File: src/hw/rtl/nkl_pkg.sv
package nkl_pkg;

    localparam int MAX_LIGHTS = 256;
    localparam int IDX_W      = $clog2(MAX_LIGHTS);
    localparam int CNT_W      = $clog2(MAX_LIGHTS + 1);

    localparam int MAX_ACTIVE = 32;
    localparam int ACT_W      = 6;
    localparam int EMIT_W     = (MAX_ACTIVE > 1) ? $clog2(MAX_ACTIVE) : 1;

    localparam int POS_W  = 24;
    localparam int DIFF_W = POS_W + 1;
    localparam int SQ_W   = 2 * POS_W;
    localparam int DIST_W = 52;
    localparam int WORD_W = 32;

    localparam logic [ACT_W-1:0] MAX_ACTIVE_RESET = ACT_W'(16);

    localparam logic OP_LOAD = 1'b0;
    localparam logic OP_CULL = 1'b1;

    typedef struct packed {
        logic signed [POS_W-1:0] x;
        logic signed [POS_W-1:0] y;
        logic signed [POS_W-1:0] z;
        logic [WORD_W-1:0]       falloff;
        logic [WORD_W-1:0]       lumen;
    } light_word_t;

    typedef struct packed {
        logic              valid;
        logic [DIST_W-1:0] distance;
        logic [IDX_W-1:0]  idx;
    } entry_t;

    typedef struct packed {
        logic   clear;
        logic   shift;
        entry_t cand;
    } cell_ctrl_t;

endpackage

File: src/hw/rtl/nkl_dist_pipe.sv
module nkl_dist_pipe
(
    input  logic                               clk,
    input  logic                               rst_n,
    input  logic                               in_valid,
    input  logic [nkl_pkg::IDX_W-1:0]          in_idx,
    input  nkl_pkg::light_word_t               in_light,
    input  logic signed [nkl_pkg::POS_W-1:0]   cam_x,
    input  logic signed [nkl_pkg::POS_W-1:0]   cam_y,
    input  logic signed [nkl_pkg::POS_W-1:0]   cam_z,
    output nkl_pkg::entry_t                    cand,
    output logic                               busy
);

    localparam int DW = nkl_pkg::DIFF_W;
    localparam int PW = 2 * nkl_pkg::DIFF_W;

    logic                            v1_reg, v2_reg, v3_reg, v4_reg;
    logic [nkl_pkg::IDX_W-1:0]       idx1_reg, idx2_reg, idx3_reg, idx4_reg;
    logic signed [DW-1:0]            dx1_reg, dy1_reg, dz1_reg;
    logic signed [DW-1:0]            dy2_reg, dz2_reg, dz3_reg;
    logic [nkl_pkg::DIST_W-1:0]      acc2_reg, acc3_reg, dist4_reg;

    logic signed [DW-1:0]            dx_next, dy_next, dz_next;
    logic signed [PW-1:0]            px, py, pz;
    logic [nkl_pkg::DIST_W-1:0]      sqx, sqy, sqz;

    always_comb
    begin
        dx_next = $signed({in_light.x[nkl_pkg::POS_W-1], in_light.x})
                - $signed({cam_x[nkl_pkg::POS_W-1], cam_x});
        dy_next = $signed({in_light.y[nkl_pkg::POS_W-1], in_light.y})
                - $signed({cam_y[nkl_pkg::POS_W-1], cam_y});
        dz_next = $signed({in_light.z[nkl_pkg::POS_W-1], in_light.z})
                - $signed({cam_z[nkl_pkg::POS_W-1], cam_z});
        px  = dx1_reg * dx1_reg;
        py  = dy2_reg * dy2_reg;
        pz  = dz3_reg * dz3_reg;
        sqx = {{(nkl_pkg::DIST_W - nkl_pkg::SQ_W){1'b0}}, px[nkl_pkg::SQ_W-1:0]};
        sqy = {{(nkl_pkg::DIST_W - nkl_pkg::SQ_W){1'b0}}, py[nkl_pkg::SQ_W-1:0]};
        sqz = {{(nkl_pkg::DIST_W - nkl_pkg::SQ_W){1'b0}}, pz[nkl_pkg::SQ_W-1:0]};
    end

    always_ff @(posedge clk or negedge rst_n)
    begin
        if (!rst_n)
        begin
            v1_reg <= 1'b0;
            v2_reg <= 1'b0;
            v3_reg <= 1'b0;
            v4_reg <= 1'b0;
        end
        else
        begin
            v1_reg <= in_valid;
            v2_reg <= v1_reg;
            v3_reg <= v2_reg;
            v4_reg <= v3_reg;
        end
    end

    always_ff @(posedge clk)
    begin
        idx1_reg  <= in_idx;
        dx1_reg   <= dx_next;
        dy1_reg   <= dy_next;
        dz1_reg   <= dz_next;

        idx2_reg  <= idx1_reg;
        acc2_reg  <= sqx;
        dy2_reg   <= dy1_reg;
        dz2_reg   <= dz1_reg;

        idx3_reg  <= idx2_reg;
        acc3_reg  <= acc2_reg + sqy;
        dz3_reg   <= dz2_reg;

        idx4_reg  <= idx3_reg;
        dist4_reg <= acc3_reg + sqz;
    end

    assign cand = '{valid: v4_reg, distance: dist4_reg, idx: idx4_reg};
    assign busy = v1_reg | v2_reg | v3_reg | v4_reg;

endmodule

File: config.mk
export PLATFORM = sky130hd
export DESIGN_NAME = nkl_dist_pipe
export DESIGN_NICKNAME = d
export VERILOG_FILES = /design/src/hw/rtl/nkl_pkg.sv /design/src/hw/rtl/nkl_dist_pipe.sv
export SDC_FILE = /design/constraint.sdc
export NUM_CORES = 2
export LEC_CHECK = 0
export ABC_AREA = 1
export BUFFER_PORTS_ARGS = -buffer_cell sky130_fd_sc_hd__buf_2
export CORE_MARGIN = 1
export CORE_UTILIZATION = 45
export CTS_CLUSTER_DIAMETER = 200
export DETAILED_ROUTE_END_ITERATION = 10
export RECOVER_POWER = 100
export SLEW_MARGIN = 10
export SYNTH_ARGS = -nofsm -noshare
export SYNTH_HDL_FRONTEND = slang
export SYNTH_SLANG_ARGS = --single-unit
export TNS_END_PERCENT = 5
File: constraint.sdc
create_clock -name clk -period 20.1 [get_ports clk]
set_input_delay 2.01 -clock clk [delete_from_list [all_inputs] [get_ports clk]]
set_output_delay 2.01 -clock clk [all_outputs]
set_load 0.005 [all_outputs]
==> impl_metrics.yaml <==
synthesis:
  synth_seq_area_share_pct: 8.027
  post_synthesis_register_bit_count: 332
  synth.top_cell.area_share_pct: 42.71
  async_flop_share_pct: 1.205
  synthesis.instances: 10630
  synth_edf_count: 0
  postSynthAreaPerCell_sq_um: 7.815
  yosysWarningCount: 0
  synth_ff_type: "sky130_fd_sc_hd__dfxtp_1"
  synthDistinctLibCells: 55
  synth_largest_area_cell: "sky130_fd_sc_hd__fa_1"
  synth.top_cells.by_area: "sky130_fd_sc_hd__fa_1 (43%), sky130_fd_sc_hd__inv_1 (14%), sky130_fd_sc_hd__nand2_1 (11%)"
  netlist_area_pre_place_sq_um: 83050
clocking:
  cts_buffers: 41
  cts_root_buffer: "sky130_fd_sc_hd__clkbuf_16"
  cts_max_level: 2
  tritoncts: "yes"
  postCtsSetupBuffers: 0
  cts-resized-gates: 0
  clock_transition_at_the_register_clock_pins_on_the_worst_setup_and_hold_paths_after_cts_ns: 0.06
  holdBufCountCts: 0
  clk-insertion-delay-late_ns: 0.67
  ctsLongestPathBuffers: 3
  numClockSinks: 332
cells_and_area:
  syn_to_final_growth_pct: 6.029
  layout.cells.most_common: "sky130_fd_sc_hd__inv_1"
  post_layout_nonfiller_instances: 13230
  num-fill-cells: 18400
  proportion_of_layout_cells_with_a_drive_suffix_above_1_pct: 3.634
  mostFrequentLayoutCells: "sky130_fd_sc_hd__inv_1 (3183), sky130_fd_sc_hd__nand2_1 (2555), sky130_fd_sc_hd__fa_1 (1772), sky130_fd_sc_hd__ha_1 (615), sky130_fd_sc_hd__nor2_1 (503)"
  largest_register_ff_count: 50
  nets: 13330
sta:
  fmaxAchievable_mhz: 96.93
  rsz0062_at_grt: "no"
  layout_worst_path_cycle_share_pct: 51.33
  finalWorstSetupSlack_ns: 9.784
  timing_max_transition_violations_final: 102
  worst_clock_skew_ns: 0.05334
  worst_slew_pin_slew_ns: 2.125
  clock_period_minus_final_worst_setup_slack_ns: 10.32
  setup_viol_count_final: 0
  setup_tns_ns: 0
  timing.final.hold_violations: 0
  timing.slew.headroom_pct: -41.67
place:
  preCtsSetupSlack_ns: 11.10
  placed_cells_incl_taps: 13150
  dp_hpwl_mm: 205.0
  gpl.final_weighted_congestion: 0.9599
  buffer_ports.inserted: 214
critical_path:
  critical-path-top-cell-by-count: "sky130_fd_sc_hd__fa_1"
  setup.worst_path.end_class: "flip-flop"
  worstReg2RegStart: "dz3_reg[13]"
  critPathMaxFanout: 18
  worst-endpoint-required_ns: 20.61
  critical_path_class: "reg2reg"
  rrSetupSlack_ns: 9.78
  arrival_worst_endpoint_ns: 10.82
  worstReg2RegEnd: "dist4_reg[41]"
  setup.worst_path.end: "dist4_reg[41]"
  worst_setup_path_start_kind: "flip-flop"
  worstRegToRegCells: 30
  crit_path_from: "dz3_reg[13]"
  crit_path_max_incr_delay_ns: 1.18
  critPathSlowestCell: "sky130_fd_sc_hd__clkbuf_1"
drt:
  drc: 0
  viasPerCell: 4.907
  detailedRoute.firstPassIterationCount: 6
  routedWlPerCell_um: 17.90
  via_count: 64900
  postRouteAntennaNets: 0
  detailed_route_wire_length_mm: 236.8
  drt_iter0_markers: 4132
floorplan:
  die-height_um: 431.6
  die_w_um: 431.6
  io-pin-count: 281
  die_area_sq_um: 186300
  initial_utilization_pct: 45.32
  core_region_area_sq_um: 183300
  num_rows: 157
run_status:
  run_status: "complete, but fails checks"
  violations: "capacitance limit, slew limit"
global_route:
  grt_usage_pct: 26.45
  grt_overflow: 0
  pin_count_of_the_biggest_net_entering_global_routing: 42
  grt_pass1_wl_mm: 383.1
  antenna_found_initial: 4
  grt_pass1_vias: 70690
job:
  drv_cap: 4
worst_hold_path:
  min-delay-path-class: "reg2reg"
-- Yosys cell counts (all sizes together) (18+ instances only) --
cell	number
o21bai	54
nor2	512
ha	615
xor2	180
fa	1772
nand2	2575
xnor2	63
dfxtp	328
a21o	18
nand4	92
o21ai	184
or2	28
clkbuf	219
nand3	299
nor3	64
inv	3186
a21oi	366
-- logic make-up after synthesis --
kind of cell    count (synthesis)  synth area share, %
flops                         332                8.027
fa+ha+maj                    2387                51.98
xor+xnor                      243                2.563
simple gates                 3592                17.52
compound gates                657                4.443
buf+inv                      3416                15.47
other cells                     1             0.004515
-- worst max-delay path, delay by kind of cell (launching register included) --
family                   cells  cell delay [ns]
buffers and inverters        7             1.51
AND/OR/NAND/NOR             10             2.12
XOR/XNOR                     1             0.54
flip-flops                   1             0.76
adder cells (fa/ha/maj)      9             4.43
AO/OA/AOI/OAI                3             0.74
-- cell type report --
type	count	area [sq um]	share of cell area [%]
Timing Repair Buffer	286	1530	1.738
Tap cell	2464	3083	3.501
Sequential cell	332	6671	7.576
Clock inverter	25	306.5	0.3481
Multi-Input combinational cell	6881	63370	71.96
Antenna cell	2	5.005	0.005683
Inverter	3186	11960	13.58
Clock buffer	50	1140	1.294
-- how the worst min path moves through the flow --
stage               cells after the start          end  slack (ns)        start
floorplan                               0   dy2_reg[0]        0.31   dy1_reg[0]
finish                                  0  dz3_reg[13]        0.29  dz2_reg[13]
CTS                                     0  dz3_reg[13]        0.27  dz2_reg[13]
global route                            0   dz3_reg[6]        0.30   dz2_reg[6]
global placement                        0  idx3_reg[0]        0.31  idx2_reg[0]
detailed placement                      0   dy2_reg[9]        0.31   dy1_reg[9]
-- metal layers --
layer	vias up	share of wire [%]	track usage, %
met5	-	0.0055	0
met4	2	3.0	7.534
met3	315	4.9	2.398
met2	1699	49	46.16
met1	32110	43	34.92
li1	30770	-	-
-- through the flow --
stage                     cell area (sq um)  utilization [%]  hold WS [ns]
after global routing                  88060            48.05        0.3004
after CTS                             88320            48.19        0.2679
after global placement                86870            47.40        0.3101
after floorplan                       83060                -        0.3096
after detailed placement              86870            47.40        0.3121
final                                 88060            48.05        0.2878
Power is not shown: default switching activity piles up to over one toggle a cycle in this logic, so the estimate is an artifact.
