===== config.mk =====
export PLATFORM = sky130hd
export DESIGN_NAME = nkl_cell
export DESIGN_NICKNAME = d
export VERILOG_FILES = /design/src/hw/rtl/nkl_pkg.sv /design/src/hw/rtl/nkl_cell.sv
export SDC_FILE = /design/constraint.sdc
export NUM_CORES = 1
export LEC_CHECK = 0
export BUFFER_PORTS_ARGS = -buffer_cell sky130_fd_sc_hd__buf_2
export CAP_MARGIN = 25
export CORE_ASPECT_RATIO = 0.9
export CORE_MARGIN = 10
export CORE_UTILIZATION = 44
export CTS_BUF_LIST = sky130_fd_sc_hd__clkbuf_8
export DETAILED_ROUTE_END_ITERATION = 6
export PLACE_DENSITY = 0.77
export SYNTH_ARGS = -nofsm -noshare
export SYNTH_HDL_FRONTEND = slang
export SYNTH_SLANG_ARGS = --single-unit

===== constraint.sdc =====
create_clock -name clk -period 10.75 [get_ports clk]
set_input_delay 2.6875 -clock clk [delete_from_list [all_inputs] [get_ports clk]]
set_output_delay 2.6875 -clock clk [all_outputs]
set_load 0.05 [all_outputs]

===== src/hw/rtl/nkl_pkg.sv =====
package nkl_pkg;

    localparam int MAX_LIGHTS = 256;
    localparam int IDX_W      = $clog2(MAX_LIGHTS);
    localparam int CNT_W      = $clog2(MAX_LIGHTS + 1);

    localparam int MAX_ACTIVE = 32;
    localparam int ACT_W      = 6;
    localparam int EMIT_W     = (MAX_ACTIVE > 1) ? $clog2(MAX_ACTIVE) : 1;

    localparam int POS_W  = 24;
    localparam int DIFF_W = POS_W + 1;
    localparam int SQ_W   = 2 * POS_W;
    localparam int DIST_W = 52;
    localparam int WORD_W = 32;

    localparam logic [ACT_W-1:0] MAX_ACTIVE_RESET = ACT_W'(16);

    localparam logic OP_LOAD = 1'b0;
    localparam logic OP_CULL = 1'b1;

    typedef struct packed {
        logic signed [POS_W-1:0] x;
        logic signed [POS_W-1:0] y;
        logic signed [POS_W-1:0] z;
        logic [WORD_W-1:0]       falloff;
        logic [WORD_W-1:0]       lumen;
    } light_word_t;

    typedef struct packed {
        logic              valid;
        logic [DIST_W-1:0] distance;
        logic [IDX_W-1:0]  idx;
    } entry_t;

    typedef struct packed {
        logic   clear;
        logic   shift;
        entry_t cand;
    } cell_ctrl_t;

endpackage


===== src/hw/rtl/nkl_cell.sv =====
module nkl_cell
(
    input  logic                  clk,
    input  logic                  rst_n,
    input  nkl_pkg::cell_ctrl_t   ctrl,
    input  logic                  en,
    input  nkl_pkg::entry_t       prev_q,
    input  logic                  prev_ins,
    input  nkl_pkg::entry_t       next_q,
    output nkl_pkg::entry_t       q,
    output logic                  ins
);

    logic                           valid_reg, valid_next;
    logic [nkl_pkg::DIST_W-1:0]     dist_reg, dist_next;
    logic [nkl_pkg::IDX_W-1:0]      idx_reg, idx_next;

    always_comb
    begin
        ins = ctrl.cand.valid && en && (!valid_reg || (ctrl.cand.distance < dist_reg));
        valid_next = valid_reg;
        dist_next  = dist_reg;
        idx_next   = idx_reg;
        priority if (ctrl.clear)
        begin
            valid_next = 1'b0;
        end
        else if (ctrl.shift)
        begin
            valid_next = next_q.valid;
            dist_next  = next_q.distance;
            idx_next   = next_q.idx;
        end
        else if (ins)
        begin
            if (prev_ins)
            begin
                valid_next = prev_q.valid;
                dist_next  = prev_q.distance;
                idx_next   = prev_q.idx;
            end
            else
            begin
                valid_next = 1'b1;
                dist_next  = ctrl.cand.distance;
                idx_next   = ctrl.cand.idx;
            end
        end
    end

    always_ff @(posedge clk or negedge rst_n)
    begin
        if (!rst_n)
        begin
            valid_reg <= 1'b0;
        end
        else
        begin
            valid_reg <= valid_next;
        end
    end

    always_ff @(posedge clk)
    begin
        dist_reg <= dist_next;
        idx_reg  <= idx_next;
    end

    assign q = '{valid: valid_reg, distance: dist_reg, idx: idx_reg};

endmodule


==> impl_results.md, run 1 <==
- Status: completed
- Gr ovfl total: 0
- Clk Latency, worst-skew pair: 0.34 ns
- Final Critical Period: 7.27 ns
- R2R Path End: dist_reg[48]
- First-pass GRT wire length: 23,200 microns
- Top cells by area, synth: edfxtp_1, ha_1, mux2i_1, o21ai_0, nand2_1
- Pre-Repair DR Iteration Count: 4
- Worst Path Arrival: 4.59 ns
- Die ar.: 0.0145 sq mm
- Clock Skew: 0.0104 ns
- Syn Inst Count: 461
- Clock share of power: 29.3%
- Fraction of power spent switching nets: 35.0%
- Htree depth: 3
- Largest net degree at the start of global routing: 125
- Nets: 943
- Die W: 126 microns
- Net Sw Power: 271 uW
- Period utilisation layout: 67.7%
- Most instantiated library cell after synthesis: nand2_1
- Remaining DRCs: 0
- Critical Path Fanout Max: 3
- Final hold violations: 0
- Dpl hpwl: 12,000 microns
- Comb pwr share: 31.9%
- Top post-synthesis cells by count: nand2_1, o21ai_0, edfxtp_1, mux2i_1, inv_1
- Post-Syn Area: 0.00443 sq mm
- IO Pins: 251
- Clock buffer depth: 2
- Die Y: 115 microns
- DR iter-0 viols: 181
- Sequential share of the synthesized area: 41.3%
- Routability cong.: 0.910
- Final ANT Viol Nets: 0
- CP endpoint kind: primary output
- CTS Buf Count: 9
- Ys async rst share: 1.64%
- Least-Margin Pin Slew: 1.03 ns
- Hold Startpoint: valid_reg
- Post-route setup TNS: 0 ns
- Slew Viols, Final: 0
- CTS sink cnt: 61
- Worst-path clk slew: 0.07 ns
- FF-to-FF setup slack: 7.69 ns
- Core area: 0.00974 sq mm
- Post-CTS Resized: 0
- FMAX: 0.137 GHz
- CTS Root Cell: clkbuf_8
- TritonCTS clock tree: yes
- Gr usage total: 19.6%
- Req. time, crit path: 8.06 ns
- Initial antenna violation count: 1
- Yosys cell types: 37
- IO buf count: 250
- Post-synth EDFFs: 60
- Vias in the first global route: 4,685
- RSZ-0062 raised after global routing: false
- Yosys warns: 0
- CP Class: in -> out
- Core Rows: 34
- Layout cells sized above 1: 38.8%
- Synth area leader: edfxtp_1
- Detailed Route WL: 14,600 microns
- Largest register FFs: 52
- Vias per Instance: 5.10
- Synth-to-Final Area Change: 36.0%
- Max Cap Violations: 0
- Max-slew headroom: 31.0%
- Routed via count: 4,260
- Syn nets: 701
- Power per Cell Area: 129 mW/mm^2
- Setup Viol. Count Final: 0
- Sequential cell area: 0.00183 sq mm
- Synthesized flop and latch total: 61
- Worst setup SP type: primary input
- Syn Area/Cell: 9.60 sq um
- Maximum VDD drop: 0.0000685 V
- Hold-fix buffers at CTS: 0
- Multi-input gate area: 0.00232 sq mm
- WL/cell: 17.5 microns
- Critical Path Source: ctrl[26]
- Share of the synthesized area in the top cell type: 40.7%
- Post-CTS setup buffer count: 0
- Cell-internal power: 503 uW
- Fillers: 845
- Reg2reg path depth: 8
- FF-to-FF Start: dist_reg[50]
- Initial Util: 45.4%
- Hold crit path type: reg -> reg
- Lkg Pwr: 0.00311 uW
- Main flop type after synthesis: edfxtp_1
- Seq pwr share: 38.7%
- Fin util: 61.8%
- Worst Setup EP: ins
[power by group through the flow]
stage / Sequential (uW) / Combinational (uW) / Clock (uW)
after detailed placement: 305 / 248 / 0
after global routing: 302 / 273 / 245
after CTS: 300 / 249 / 233
final: 299 / 247 / 227
after floorplan: 378 / 91.7 / 0
after global placement: 304 / 241 / 0
[metal layers]
| metal | vias up | global-route usage (%) | wire length, microns |
|---|---|---|---|
| li1 | 2130 | - | - |
| met1 | 1916 | 21.8 | 5750 |
| met2 | 184 | 34.4 | 7160 |
| met3 | 30 | 6.26 | 1310 |
| met4 | 0 | 7.75 | 422 |
| met5 | - | 0 | 0 |
[layout by cell type (no fill, tap or decap), types with 2 or more instances in the layout]
master	synthesis	routed
buf_2	6	248
bufinv_16	0	2
nor3_1	2	2
nand4_2	3	3
nand2_1	81	81
nand4_1	2	2
inv_1	54	54
o21ai_0	66	66
o21ai_1	2	2
mux2i_1	60	60
nand3_1	4	4
buf_4	1	3
diode_2	0	2
a21oi_1	25	25
and4_1	2	2
nor4_2	2	2
a211oi_1	2	2
ha_1	51	51
a22oi_1	2	2
nor2_1	6	6
clkbuf_8	0	9
edfxtp_1	60	60
clkinv_2	0	2
[logic make-up after synthesis]
logic type	Yosys count	synth area share [%]
buf+inv	75	6.62
simple gates	105	10.6
mux	60	13.6
fa+ha+maj	51	14.4
compound gates	109	13.5
flops	61	41.3
[layout make-up]
cell class	instances	share of cell area, %
diodes	2	0.0832
clock buffers	9	2.06
clock inverters	7	1.50
inverters	54	3.37
multi-input cells	325	38.6
flip-flops and latches	61	30.4
well taps	126	2.62
repair buffers	252	21.5
[worst min path at each step]
stage	end	slack [ns]	cells after the start
after floorplan	valid_reg	0.74	2
after global placement	valid_reg	0.77	2
after detailed placement	valid_reg	0.77	2
after CTS	valid_reg	0.78	2
after global routing	valid_reg	0.80	2
final	valid_reg	0.77	2
[per-stage QoR]
stage,setup WS [ns],area (sq um),power [uW],instances,hold slack (ns)
after floorplan,1.93,4430,469,461,0.742
after global placement,3.49,5770,545,817,0.772
after detailed placement,3.48,5770,553,817,0.772
after CTS,3.43,5980,782,833,0.778
after global routing,3.23,6010,819,835,0.803
final,3.48,6020,773,836,0.772
[worst max-delay path: stages]
cell	delay (ns)
buf_2	0.11
ha_1	0.33
nand4_2	0.16
nor4_2	0.39
inv_1	0.08
o311ai_1	0.28
o21a_2	0.23
o22ai_1	0.08
buf_2	0.24
(Power assumes the default switching activity.)
==> inputs of run 2 (changes only) <==
Settings changed: CORE_UTILIZATION 44 to 42.
Clock period 10.75 ns to 6.5 ns, I/O delays scaled along.
==> impl_results.md, run 2 (same netlist as run 1, synthesis figures left out) <==
- Worst-path clk slew: 0.08 ns
- Initial antenna violation count: 1
- Clk Latency, worst-skew pair: 0.34 ns
- Hold crit path type: reg -> reg
- TritonCTS clock tree: yes
- Pre-Repair DR Iteration Count: 4
- Initial Util: 43.2%
- Max Cap Violations: 0
- Least-Margin Pin Slew: 1.02 ns
- Die ar.: 0.0150 sq mm
- Fin Hold WS: 0.796 ns
- Htree depth: 3
- CTS Buf Count: 9
- Min-Delay Endpoint: valid_reg
- Vias per Instance: 5.00
- IO buf count: 250
- Bufs and invs on worst path: 3
- Vias in the first global route: 4,549
- Post-route setup TNS: 0 ns
- Routability cong.: 0.813
- Gr ovfl total: 0
- Levels on crit path: 9
- Hold-critical path depth: 2
- Lkg Pwr: 0.00309 uW
- Gr usage total: 17.9%
- Slew Viols, Final: 0
- Layout cells sized above 1: 38.6%
- Synth-to-Final Area Change: 34.7%
- Worst setup SP type: primary input
- Critical Path Source: ctrl[26]
- IO Pins: 251
- Largest net degree at the start of global routing: 125
- Critical Path Fanout Max: 3
- Final Critical Period: 5.15 ns
- Placed cell count: 821
- Crit-path leading delay family: compound AO/OA/AOI/OAI gates
- Hold Startpoint: valid_reg
- Clock Skew: 0.0179 ns
- Maximum VDD drop: 0.0000997 V
- CP endpoint kind: primary output
- Post-CTS setup buffer count: 0
- Commonest non-fill, non-tap cell in the layout: buf_2
- R2R Path End: dist_reg[6]
- Die W: 128 microns
- Core Rows: 35
- DP Worst Slack: 1.35 ns
- Nets: 944
- Routed via count: 4,196
- Setup ws final: 1.35 ns
- Most frequent cells in the layout: buf_2, nand2_1, o21ai_0, mux2i_1, edfxtp_1
- CTS Root Cell: clkbuf_8
- Final ANT Viol Nets: 0
- First-pass GRT wire length: 22,200 microns
- Finished Layout Cells: 839
- Instance area at placement: 0.00578 sq mm
- Final hold violations: 0
- Req. time, crit path: 4.88 ns
- Slowest cell on crit path: nor4_2
- Worst path most repeated cell: buf_2
- Worst Path Arrival: 3.53 ns
- RSZ-0062 raised after global routing: false
- Clock buffer depth: 2
- DR iter-0 viols: 159
- Status: completed
- Reg2reg path depth: 8
- Setup Viol. Count Final: 0
- Die Y: 117 microns
- Post-CTS Resized: 0
- Core area: 0.0102 sq mm
- FF-to-FF Start: dist_reg[50]
- Design area: 0.00596 sq mm
- CP Class: in -> out
- Largest register FFs: 52
- Max-slew headroom: 31.9%
- FF-to-FF setup slack: 3.78 ns
- Crit-path cells: buf_2 > ha_1 > nand4_2 > nor4_2 > inv_1 > o311ai_1 > o21a_2 > o22ai_1 > buf_2
- CP max stage delay: 0.37 ns
- CTS sink cnt: 61
- Detailed Route WL: 14,100 microns
- WL/cell: 16.8 microns
- FMAX: 0.194 GHz
- Hold-fix buffers at CTS: 0
- Remaining DRCs: 0
- Period utilisation layout: 79.2%
- Power per Cell Area: 199 mW/mm^2
- Dpl hpwl: 11,700 microns
[run 2: worst max-delay path by stage]
stage / end / slack (ns)
floorplan: dist_reg[0] / 0.62
global placement: ins / 1.37
detailed placement: ins / 1.35
CTS: ins / 1.33
global route: ins / 1.16
finish: ins / 1.35
[run 2: tightest hold or removal path, delay by kind of cell, from the launching register on]
kind / cells / cell delay [ns]
AO/OA/AOI/OAI: 1 / 0.17
flip-flops: 1 / 0.42
AND/OR/NAND/NOR: 1 / 0.17
[run 2: final cells by class]
type,instances,area (sq um)
Antenna cell,1,2.50
Multi-Input combinational cell,325,2320
Sequential cell,61,1830
Tap cell,129,161
Clock buffer,9,124
Timing Repair Buffer,253,1290
Inverter,54,203
Fill cell,907,4290
Clock inverter,7,33.8
[run 2: power breakdown]
group	internal, uW	switching, uW
logic	138	269
registers	479	16.2
clock network	132	152
[run 2: stage by stage]
step / utilization [%] / total power, uW
3_3_place_gp: 56.4 / 899
2_1_floorplan: - / 774
5_1_grt: 58.2 / 1260
6_report: 58.2 / 1190
3_5_place_dp: 56.4 / 912
4_1_cts: 58.0 / 1200
[run 2: metal layers]
metal	share of wire (%)	up-vias	routed length, microns	global-route usage [%]
met4	2.5	0	359	6.89
met2	50	180	7090	31.1
li1	-	2129	-	-
met5	0	-	0	0
met3	9.0	24	1270	6.39
met1	38	1863	5390	19.3
==> inputs of run 3 (changes only) <==
Settings changed: ABC_AREA set to 1.
Clock period 6.5 ns to 4.45 ns, I/O delays scaled along.
==> impl_results.md, run 3 <==
- Largest register FFs: 52
- CP Class: in -> out
- Layout cells sized above 1: 34.2%
- Die Y: 118 microns
- Initial antenna violation count: 0
- Clock Skew: 0.00735 ns
- Yosys warns: 0
- Htree depth: 3
- Post-CTS Resized: 0
- Final ANT Viol Nets: 0
- Die ar.: 0.0153 sq mm
- Dpl hpwl: 11,900 microns
- Met2 WL: 7060 microns
- WL/cell: 15.6 microns
- Power per Cell Area: 288 mW/mm^2
- Gr usage total: 19.1%
- Top post-synthesis cells by count: a21oi_1, nand2_1, nor2_1, inv_1, edfxtp_1
- Fillers: 1,016
- Slowest cell on crit path: ha_1
- Die W: 129 microns
- Most frequent cells in the layout: buf_2, a21oi_1, nand2_1, nor2_1, inv_1
- Worst path most repeated cell: nand2_1
- Gr ovfl total: 0
- IO buf count: 250
- Nets: 1,071
- FF-to-FF setup slack: 1.88 ns
- Levels on crit path: 14
- Pre-Repair DR Iteration Count: 5
- Design area: 0.00608 sq mm
- Worst setup SP type: primary input
- TritonCTS clock tree: yes
- Sequential share of the synthesized area: 40.6%
- CP max stage delay: 0.31 ns
- FMAX: 0.259 GHz
- Commonest non-fill, non-tap cell in the layout: buf_2
- Crit-path cells: buf_2 > ha_1 > nand2_1 > inv_2 > nand2_2 > inv_1 > a21oi_1 > nand2_1 > nor2_1 > nand2_1 > nand2_1 > nand2_2 > inv_1 > buf_2
- CTS Buf Count: 9
- Setup ws final: 0.589 ns
- WL met1: 6210 microns
- Detailed Route WL: 15,100 microns
- Routed via count: 4,734
- Period utilisation layout: 86.8%
- Lkg Pwr: 0.00327 uW
- CTS sink cnt: 61
- Maximum VDD drop: 0.000151 V
- DP Worst Slack: 0.593 ns
- Critical Path Fanout Max: 4
- CP endpoint kind: primary output
- Clk Latency, worst-skew pair: 0.34 ns
- Req. time, crit path: 3.34 ns
- Crit-path leading delay family: simple AND/OR/NAND/NOR gates
- Slew Viols, Final: 0
- Yosys cell types: 19
- Share of the synthesized area in the top cell type: 40.1%
- Syn Inst Count: 591
- Max-slew headroom: 53.2%
- Setup Viol. Count Final: 0
- Worst Path Arrival: 2.75 ns
- DR iter-0 viols: 262
- Main flop type after synthesis: edfxtp_1
- Post-CTS setup buffer count: 0
- Vias per Instance: 4.91
- RSZ-0062 raised after global routing: false
- Top cells by area, synth: edfxtp_1, a21oi_1, ha_1, nand2_1, nor2_1
- Synthesized flop and latch total: 61
- Vias in the first global route: 4,730
- Routed wl met3: 1600 microns
- Initial Util: 43.5%
- Instance area at placement: 0.00587 sq mm
- Hold crit path type: in -> async
- Largest net degree at the start of global routing: 63
- Uppermost layer routed: met4
- CTS Root Cell: clkbuf_8
- Final Critical Period: 3.86 ns
- First-pass GRT wire length: 23,500 microns
- Routability cong.: 0.877
- Syn nets: 831
- Post-route setup TNS: 0 ns
- Ant diodes: 0
- Clock buffer depth: 2
- Synth area leader: edfxtp_1
- Least-Margin Pin Slew: 0.702 ns
- Most instantiated library cell after synthesis: a21oi_1
- Ys async rst share: 1.64%
- Post-synth EDFFs: 60
- IO Pins: 251
- Bufs and invs on worst path: 5
- Status: completed
- Final hold violations: 0
- Hold-fix buffers at CTS: 0
- Core area: 0.0103 sq mm
- Worst-path clk slew: 0.07 ns
- Synth-to-Final Area Change: 35.2%
- Max Cap Violations: 0
- Reg2reg path depth: 14
- Core Rows: 35
- Remaining DRCs: 0
- Post-Syn Area: 0.00450 sq mm
- Syn Area/Cell: 7.61 sq um
## run 3: changes by cell type in the layout (fill, tap and decap cells not counted), moves of 3 or more
cell     change
inv_1       +17
o21ai_0     -63
mux2i_1     -60
nor2_1      +69
nand4_2      -3
a21o_1       +4
a21oi_1    +113
nand2_2      +4
nand2_1     +54
inv_2        +9
## run 3: metal layers
metal,vias up,GRT usage (%)
li1,2423,-
met5,-,0
met2,204,31.7
met1,2088,22.3
met3,19,7.37
met4,0,5.47
## run 3: cells by family after synthesis
group / synth area share (%)
and+or+nand+nor: 19.5
AOI/OAI and AO/OA: 16.6
buffers and inverters: 9.10
DFF: 40.6
adders and majority gates: 14.2
## run 3: layout make-up
class	instances	area, sq um	share of cell area, %
clock buffers	9	124	2.04
well taps	129	161	2.65
multi-input cells	422	2270	37.4
clock inverters	7	81.3	1.34
inverters	81	304	5.00
repair buffers	256	1310	21.5
flip-flops and latches	61	1830	30.0
## run 3: power breakdown
part           switching (uW)  internal, uW  total [uW]
clock network             227           308         535
registers                16.6           682         699
logic                     340           176         516
total                     584          1170        1750
## run 3: path summary, 6_finish.rpt
kind,start,end
min in group clk,valid_reg,valid_reg
worst max register to register,dist_reg[49],dist_reg[15]
worst max-delay path,ctrl[57],ins
worst min register to register,valid_reg,valid_reg
max in group asynchronous,rst_n,valid_reg
worst min-delay path,rst_n,valid_reg
## run 3: metrics by stage
stage               std cells  hold slack [ns]  utilization [%]  total power [uW]
floorplan                 591            0.499                -              1040
global placement          948            0.529             56.6              1220
detailed placement        949            0.534             56.8              1230
CTS                       965            0.522             58.8              1770
global route              965            0.522             58.8              1850
finish                    965            0.544             58.8              1750
